File: src/design/avt_pkg.sv
// ---------------------------------------------------------------------------
// avt_pkg
// Shared types and constants of the affine vertex transform stack.
// ---------------------------------------------------------------------------
`default_nettype none
package avt_pkg;

   localparam int unsigned CoefWidth = 32;
   localparam int unsigned PixWidth  = 16;

   typedef enum logic [2:0] {
      OP_BEGIN  = 3'd0,
      OP_PUSH   = 3'd1,
      OP_POP    = 3'd2,
      OP_MULT   = 3'd3,
      OP_VERTEX = 3'd4
   } op_type;

   typedef enum logic [1:0] {
      ST_OK        = 2'd0,
      ST_OVERFLOW  = 2'd1,
      ST_UNDERFLOW = 2'd2
   } status_type;

   typedef struct packed {
      logic [2:0]         op;
      logic signed [31:0] coef_a;
      logic signed [31:0] coef_b;
      logic signed [31:0] coef_c;
      logic signed [31:0] coef_d;
      logic signed [31:0] pos_x;
      logic signed [31:0] pos_y;
   } req_type;

   typedef struct packed {
      logic signed [15:0] point_x;
      logic signed [15:0] point_y;
      logic               point_valid;
      logic [1:0]         status;
   } rsp_type;

   typedef struct packed {
      logic signed [31:0] a;
      logic signed [31:0] b;
      logic signed [31:0] c;
      logic signed [31:0] d;
      logic signed [31:0] tx;
      logic signed [31:0] ty;
   } mat_type;

   // Classified command handed from front to back.
   typedef struct packed {
      logic               is_begin;
      logic               is_push;
      logic               is_pop;
      logic               is_mult;
      logic               is_vertex;
      logic signed [31:0] a;
      logic signed [31:0] b;
      logic signed [31:0] c;
      logic signed [31:0] d;
      logic signed [31:0] x;
      logic signed [31:0] y;
   } cmd_type;

endpackage
`default_nettype wire

File: src/design/avt_front.sv
// ---------------------------------------------------------------------------
// avt_front
// Decodes the op code into a command and queues it for the back part.
// ---------------------------------------------------------------------------
`default_nettype none
module avt_front (
   input  wire logic             clock,
   input  wire logic             reset,
   input  wire logic             push,
   output logic                  full,
   input  wire avt_pkg::req_type req,
   output logic                  cmd_valid,
   input  wire logic             cmd_take,
   output avt_pkg::cmd_type      cmd
);
   // two-entry queue
   avt_pkg::cmd_type q_ff [2];
   avt_pkg::cmd_type new_cmd;
   logic             wr_ptr_ff, wr_ptr_in, rd_ptr_ff, rd_ptr_in;
   logic [1:0]       cnt_ff, cnt_in;
   logic             acc;

   always_comb begin
      new_cmd.is_begin  = (req.op == avt_pkg::OP_BEGIN);
      new_cmd.is_push   = (req.op == avt_pkg::OP_PUSH);
      new_cmd.is_pop    = (req.op == avt_pkg::OP_POP);
      new_cmd.is_mult   = (req.op == avt_pkg::OP_MULT);
      new_cmd.is_vertex = (req.op == avt_pkg::OP_VERTEX);
      new_cmd.a = req.coef_a;
      new_cmd.b = req.coef_b;
      new_cmd.c = req.coef_c;
      new_cmd.d = req.coef_d;
      new_cmd.x = req.pos_x;
      new_cmd.y = req.pos_y;
   end

   assign full      = (cnt_ff == 2'd2);
   assign acc       = push && !full;
   assign cmd_valid = (cnt_ff != 2'd0);
   assign cmd       = q_ff[rd_ptr_ff];

   always_comb begin
      wr_ptr_in = wr_ptr_ff ^ acc;
      rd_ptr_in = rd_ptr_ff ^ (cmd_take && cmd_valid);
      cnt_in    = cnt_ff + {1'b0, acc} - {1'b0, cmd_take && cmd_valid};
   end

   always_ff @(posedge clock) begin
      if (reset) begin
         wr_ptr_ff <= 1'b0;
         rd_ptr_ff <= 1'b0;
         cnt_ff    <= 2'd0;
      end else begin
         wr_ptr_ff <= wr_ptr_in;
         rd_ptr_ff <= rd_ptr_in;
         cnt_ff    <= cnt_in;
      end
      if (acc) begin
         q_ff[wr_ptr_ff] <= new_cmd;
      end
   end
endmodule
`default_nettype wire

File: config.mk
export PLATFORM = sky130hd
export DESIGN_NAME = avt_front
export DESIGN_NICKNAME = d
export VERILOG_FILES = /design/src/design/avt_pkg.sv /design/src/design/avt_front.sv
export SDC_FILE = /design/constraint.sdc
export NUM_CORES = 1
export LEC_CHECK = 0
export BUFFER_PORTS_ARGS = -buffer_cell sky130_fd_sc_hd__buf_2
export CORE_UTILIZATION = 32
export CTS_CLUSTER_SIZE = 8
export DETAILED_ROUTE_END_ITERATION = 10
export SYNTH_ARGS = -nofsm -noshare
export SYNTH_HDL_FRONTEND = slang
export SYNTH_SLANG_ARGS = --single-unit
File: constraint.sdc
create_clock -name clock -period 7.2 [get_ports clock]
set_clock_uncertainty 0.1 [all_clocks]
set_input_delay 0.72 -clock clock [delete_from_list [all_inputs] [get_ports clock]]
set_output_delay 0.72 -clock clock [all_outputs]
set_load 0.1 [all_outputs]
==> metrics.md, run 1 <==
| Metric | Value |
|---|---|
| Status | completed |
| CTS tree | built |
| # IOs | 398 |
| Cell area power density | 476 nW/um^2 |
| H-tree levels | 2 |
| Setup TNS | 0 ns |
| Clock input transition at the sequential cells of the worst setup and hold paths | 0.05 ns |
| Cell row count | 78 |
| Fmax achieved | 268 MHz |
| Layout cells sized above 1 | 60.8% |
| Final Max Slew Viols | 0 |
| DRT iter0 DRCs | 227 |
| Die area | 47400 um^2 |
| Dpl hpwl | 20.4 mm |
| CTS Hold Bufs | 0 |
| Cell variety after synth | 19 |
| Rel. slew slack | 36.9% |
| Worst endpoint data arrival time | 2.91 ns |
| Non-Filler Instances | 1695 |
| Post-route cell area | 19000 um^2 |
| Tmin final | 3.73 ns |
| Placed Instance Area | 17500 um^2 |
| Pin count of the biggest net entering global routing | 98 |
| Max cap viols | 0 |
| Least-Margin Pin Slew | 0.946 ns |
| Cell area after synthesis | 14900 um^2 |
| Die width | 218 um |
| Initial antenna violation count | 8 |
| Pre-CTS setup slack | 3.93 ns |
| Placed insts | 1624 |
| Final setup viols | 0 |
| Vias in the first global route | 7845 |
| Num CTS Buffers | 55 |
| First-pass GRT wire length | 44.2 mm |
| Startpoint Class | register |
| Max Buffers Root-to-Sink | 3 |
| Worst Path Required | 6.38 ns |
| Final RePlAce weighted congestion | 0.776 |
| GR Overflow Total | 0 |
| Post-route DRC | 0 |
| Seq cells post-synth | 398 |
| Final Hold Fails | 0 |
| Worst Hold Class | in -> reg |
| CTS resizes | 0 |
| Synthesized Nets | 844 |
| Leak pwr | 7.21 nW |
| YS warnings | 0 |
| Critical Path Sink Type | primary output |
| Syn Inst Count | 641 |
| RSZ-0062 raised after global routing | no |
| Post-CTS setup buffers | 0 |
| Core area | 45700 um^2 |
| DR WL/cell | 17.9 um |
| Fin crit share | 51.8% |
| Die Y | 218 um |
| Via count | 7401 |
| Pre-antenna DRT Iters | 4 |
| Starting Density | 32.6% |
| Maximum VDD drop | 0.304 mV |
| Root buffer cell | clkbuf_16 |
| Area delta synth->final | 27.7% |
| Clock Latency Late Sink | 0.56 ns |
| Seq/Total Area, Yosys | 80.0% |
| Gr usage total | 12.4% |
| Clk sink count | 398 |
| CP Class | reg -> out |
| Layout net count | 1284 |
| DRT antenna net count | 0 |
| I/O Buffers | 397 |
| Vias per std cell | 4.37 |
| Drt total wl | 30.4 mm |
| Final WS setup | 3.47 ns |
| Avg Cell Area, Syn | 23.2 um^2 |
| Critical Path Fanout Max | 53 |
==> Yosys cell counts, drive strengths merged <==
library cell,instances,area share [%]
o21a,1,0.050
ha,4,0.34
nor3,1,0.034
nand2,1,0.025
edfxtp,394,79
mux2,198,17
buf,22,1.3
nor2,3,0.076
or2,1,0.042
nor3b,3,0.15
dfxtp,4,0.54
nand2b,1,0.042
xnor3,1,0.15
and2,1,0.042
inv,3,0.076
and3b,1,0.059
nor2b,2,0.084
==> metal layers <==
| layer | vias up | wire, um | GRT usage [%] |
|---|---|---|---|
| met2 | 308 | 15000 | 21.1 |
| met4 | 10 | 799 | 4.53 |
| li1 | 3427 | - | - |
| met3 | 60 | 3080 | 5.79 |
| met1 | 3596 | 11400 | 13.5 |
| met5 | - | 65 | 0 |
==> worst paths after layout <==
kind                                start          end  slack [ns]  depth (start not counted)
worst min register to register  wr_ptr_ff    wr_ptr_ff        0.53                          3
worst max-delay path            rd_ptr_ff      cmd[63]        3.47                          3
worst max register to register  cnt_ff[0]   q_ff[0][6]        4.26                          4
worst min-delay path              req[29]  q_ff[0][29]        0.24                          1
==> power breakdown <==
part           leakage (nW)  switching [mW]  internal [mW]
Combinational          2.78            3.01          0.727
Clock                 0.717           0.854           1.39
Sequential             3.72           0.110           2.95
==> layout by cell type, fill, tap and decap left out <==
cell type | synthesis | final
clkbuf_1 | 0 | 12
clkbuf_16 | 0 | 57
o21a_1 | 1 | 1
nand2b_1 | 1 | 1
buf_12 | 0 | 1
diode_2 | 0 | 2
or2_2 | 1 | 1
nor2_1 | 3 | 3
xnor3_1 | 1 | 1
nor2b_1 | 2 | 2
mux2_2 | 98 | 98
nor3_1 | 1 | 1
buf_2 | 8 | 397
nand2_1 | 1 | 1
ha_4 | 0 | 2
buf_4 | 0 | 7
nor3b_1 | 3 | 3
edfxtp_1 | 394 | 394
and2_1 | 1 | 1
and3b_1 | 1 | 1
dfxtp_1 | 4 | 3
dfxtp_4 | 0 | 1
ha_1 | 4 | 2
inv_1 | 3 | 3
mux2_4 | 100 | 100
==> cell families (layout without fill, tap and decap cells) <==
family,Yosys count,after routing,share of synthesized area (%)
DFF,398,398,80.0
muxes,198,198,17.5
buffers and inverters,25,477,1.40
and+or+nand+nor,14,14,0.555
adders and majority gates,4,4,0.336
AOI/OAI and AO/OA,1,1,0.0504
xor gates and xnor gates,1,1,0.151
other,0,2,0
==> cell type report <==
cell class	instances	area (um^2)
Fill cell	4106	26700
Tap cell	600	751
Inverter	3	11.3
Antenna cell	2	5.00
Sequential cell	398	11900
Timing Repair Buffer	405	2060
Clock buffer	69	1470
Multi-Input combinational cell	218	2790
==> per-stage QoR <==
stage	hold WS, ns	utilization [%]	total power, mW
detailed placement	0.531	38.4	6.88
floorplan	0.432	-	6.42
global placement	0.519	38.4	6.86
global route	0.193	41.6	9.36
finish	0.241	41.6	9.04
CTS	0.191	41.6	9.16
==> critical path, cell delays in order (launching register included) <==
cell and delay (ns):
dfxtp_4 0.80, buf_4 0.72, mux2_2 0.30, buf_2 0.42
==> sequential cells by signal, summed over array words and instances (netlist names) <==
signal     flops
q_ff         394
rd_ptr_ff      1
wr_ptr_ff      1
cnt_ff         2
No activity file was read; power rests on OpenSTA's default activity.
==> inputs of run 2 (changes only) <==
==> constraint.sdc (replaced) <==
create_clock -name clock -period 3.8 [get_ports clock]
set_clock_uncertainty 0.1 [all_clocks]
set_input_delay 0.38 -clock clock [delete_from_list [all_inputs] [get_ports clock]]
set_output_delay 0.38 -clock clock [all_outputs]
set_load 0.1 [all_outputs]
==> run 2 against run 1 <==
Compared with the run above:
- via count is 11% higher
- combinational power grew 97%
- clock power rose by 93%
- critical path type unchanged
- wire length increased by 5.7%
- critical endpoint is now cmd[136]
- first-iteration DRC count is 54% higher
- highest routed layer unchanged
- largest cell class unchanged
- sequential power up 88%
- flip-flop and latch count did not move
==> metrics.md, run 2 (synthesis gave the netlist of run 1 again) <==
| Metric | Value |
|---|---|
| Clk sink count | 398 (unchanged) |
| Worst Path Required | 3.32 ns (-3.06 ns) |
| Final RePlAce weighted congestion | 0.729 (-6.2%) |
| Pre-CTS setup slack | 1.47 ns (-2.46 ns) |
| Final setup viols | 0 (unchanged) |
| Final WS setup | 0.996 ns (-2.47 ns) |
| Worst Hold Class | in -> reg |
| CP Class | reg -> out |
| RSZ-0062 raised after global routing | no |
| Placed Instance Area | 17600 um^2 (+0.57%) |
| Layout fillers | 3927 (-4.4%) |
| Post-CTS setup buffers | 0 (unchanged) |
| # IOs | 398 (unchanged) |
| Crit. Startpoint | rd_ptr_ff |
| Maximum VDD drop | 0.648 mV (+110%) |
| Worst r2r dst | q_ff[1][17] |
| Cell area power density | 829 nW/um^2 (+74%) |
| Hold_ws | 0.0620 ns (-0.179 ns) |
| Post-route cell area | 21100 um^2 (+11%) |
| Root buffer cell | clkbuf_16 |
| Max Buffers Root-to-Sink | 3 (unchanged) |
| First-pass GRT wire length | 48.0 mm (+8.5%) |
| Tmin final | 2.80 ns |
| DRT antenna net count | 0 (unchanged) |
| Starting Density | 32.6% (unchanged) |
| CTS Hold Bufs | 193 (+193) |
| Largest Register | q_ff |
| Multi-input logic area | 2790 um^2 (unchanged) |
| Critical Path End | cmd[136] |
| Placed insts | 1629 (+0.31%) |
| Via count | 8250 (+11%) |
| Die Y | 218 um (unchanged) |
| Die area | 47400 um^2 (unchanged) |
| Final Hold Fails | 0 (unchanged) |
| Die width | 218 um (unchanged) |
| Vias per std cell | 4.35 (-0.35%) |
| Status | completed |
| Post-route DRC | 0 (unchanged) |
| Num CTS Buffers | 56 (+1.8%) |
| Leak pwr | 8.08 nW (+12%) |
| Commonest cells after routing, fill and taps aside | buf_2, edfxtp_1, dlygate4sd3_1, mux2_4, mux2_2 |
| DRT iter0 DRCs | 350 (+54%) |
| Largest registers | q_ff: 394 flops, cnt_ff: 2 flops |
| PnR Total Power | 17.5 mW (+93%) |
| Layout cells sized above 1 | 51.9% (-8.9 points) |
| CTS resizes | 0 (unchanged) |
| Fmax achieved | 357 MHz |
| Clock Latency Late Sink | 0.56 ns (about the same) |
| Max FFs per register | 394 (unchanged) |
| Pre-antenna DRT Iters | 6 (+2) |
| Commonest non-fill, non-tap cell in the layout | buf_2 |
| I/O Buffers | 397 (unchanged) |
| Fin crit share | 73.8% |
| Critical Path Sink Type | primary output |
| Final Max Slew Viols | 0 (unchanged) |
| Pin count of the biggest net entering global routing | 80 (-18%) |
| Layout net count | 1483 (+15%) |
| Critical Path Fanout Max | 69 (+30%) |
| Worst endpoint data arrival time | 2.32 ns (-0.59 ns) |
| Reg-to-reg slack, setup | 1.49 ns (-2.77 ns) |
| Dpl hpwl | 20.2 mm (-0.86%) |
| Clock input transition at the sequential cells of the worst setup and hold paths | 0.05 ns (about the same) |
| GR Overflow Total | 0 (unchanged) |
| Max cap viols | 0 (unchanged) |
| Non-Filler Instances | 1896 (+12%) |
| Rel. slew slack | 58.0% (+21 points) |
| Initial antenna violation count | 4 (-4) |
| Core area | 45700 um^2 (unchanged) |
| DR WL/cell | 16.9 um (-5.5%) |
| Drt total wl | 32.1 mm (+5.7%) |
| Startpoint Class | register |
| Least-Margin Pin Slew | 0.630 ns (-0.316 ns) |
| Setup TNS | 0 ns (unchanged) |
| Worst reg2reg path startpoint | cnt_ff[0] |
| Area delta synth->final | 41.6% |
| Fin util | 46.1% (+4.5 points) |
| Cell row count | 78 (unchanged) |
| Gr usage total | 13.2% (+0.76 points) |
| CTS tree | built |
| Vias in the first global route | 8916 (+14%) |
| H-tree levels | 2 (unchanged) |
| Worst Reg2Reg Path Length in Cells | 4 (unchanged) |
| FF/Latch Area | 11900 um^2 (unchanged) |
-- run 2: changes by cell type in the layout (fill, tap and decap cells not counted) --
cell / delta
bufinv_16: +1
dlygate4sd3_1: +193
buf_12: +5
clkinv_2: +1
clkbuf_1: +1
-- run 2: routing by layer --
metal / share of wire, % / GRT usage (%) / wire (um)
met5: 0.069 / 0 / 22
met3: 8.1 / 4.46 / 2620
met4: 3.0 / 5.77 / 968
met2: 49 / 22.7 / 15800
met1: 40 / 14.8 / 12700
-- run 2: worst min path at each step --
stage,from,to,slack [ns],cells past startpoint
after CTS,req[193],q_ff[1][192],0.02,2
final,req[193],q_ff[1][192],0.06,2
after floorplan,reset,wr_ptr_ff,0.35,1
after global placement,req[3],q_ff[1][3],0.47,1
after global routing,req[193],q_ff[1][192],0.04,2
after detailed placement,req[29],q_ff[1][29],0.47,1
-- run 2: worst max-delay path: stages, from the launching register on --
cell and delay, ns:
dfxtp_4 0.54, buf_12 0.37, mux2_4 0.25, buf_2 0.44
-- run 2: where the power goes --
| part | switching [mW] | internal, mW |
|---|---|---|
| logic | 5.83 | 1.55 |
| clock network | 1.64 | 2.71 |
| registers | 0.160 | 5.58 |
-- run 2: cell type report --
| cell class | instances | area share (%) |
|---|---|---|
| clock buffer | 70 | 7.00 |
| multi-input combinational | 218 | 13.3 |
| timing repair buffer | 603 | 19.4 |
| sequential | 398 | 56.5 |
| tap | 600 | 3.56 |
| antenna | 2 | 0.0237 |
| inverter | 3 | 0.0534 |
| clock inverter | 2 | 0.166 |
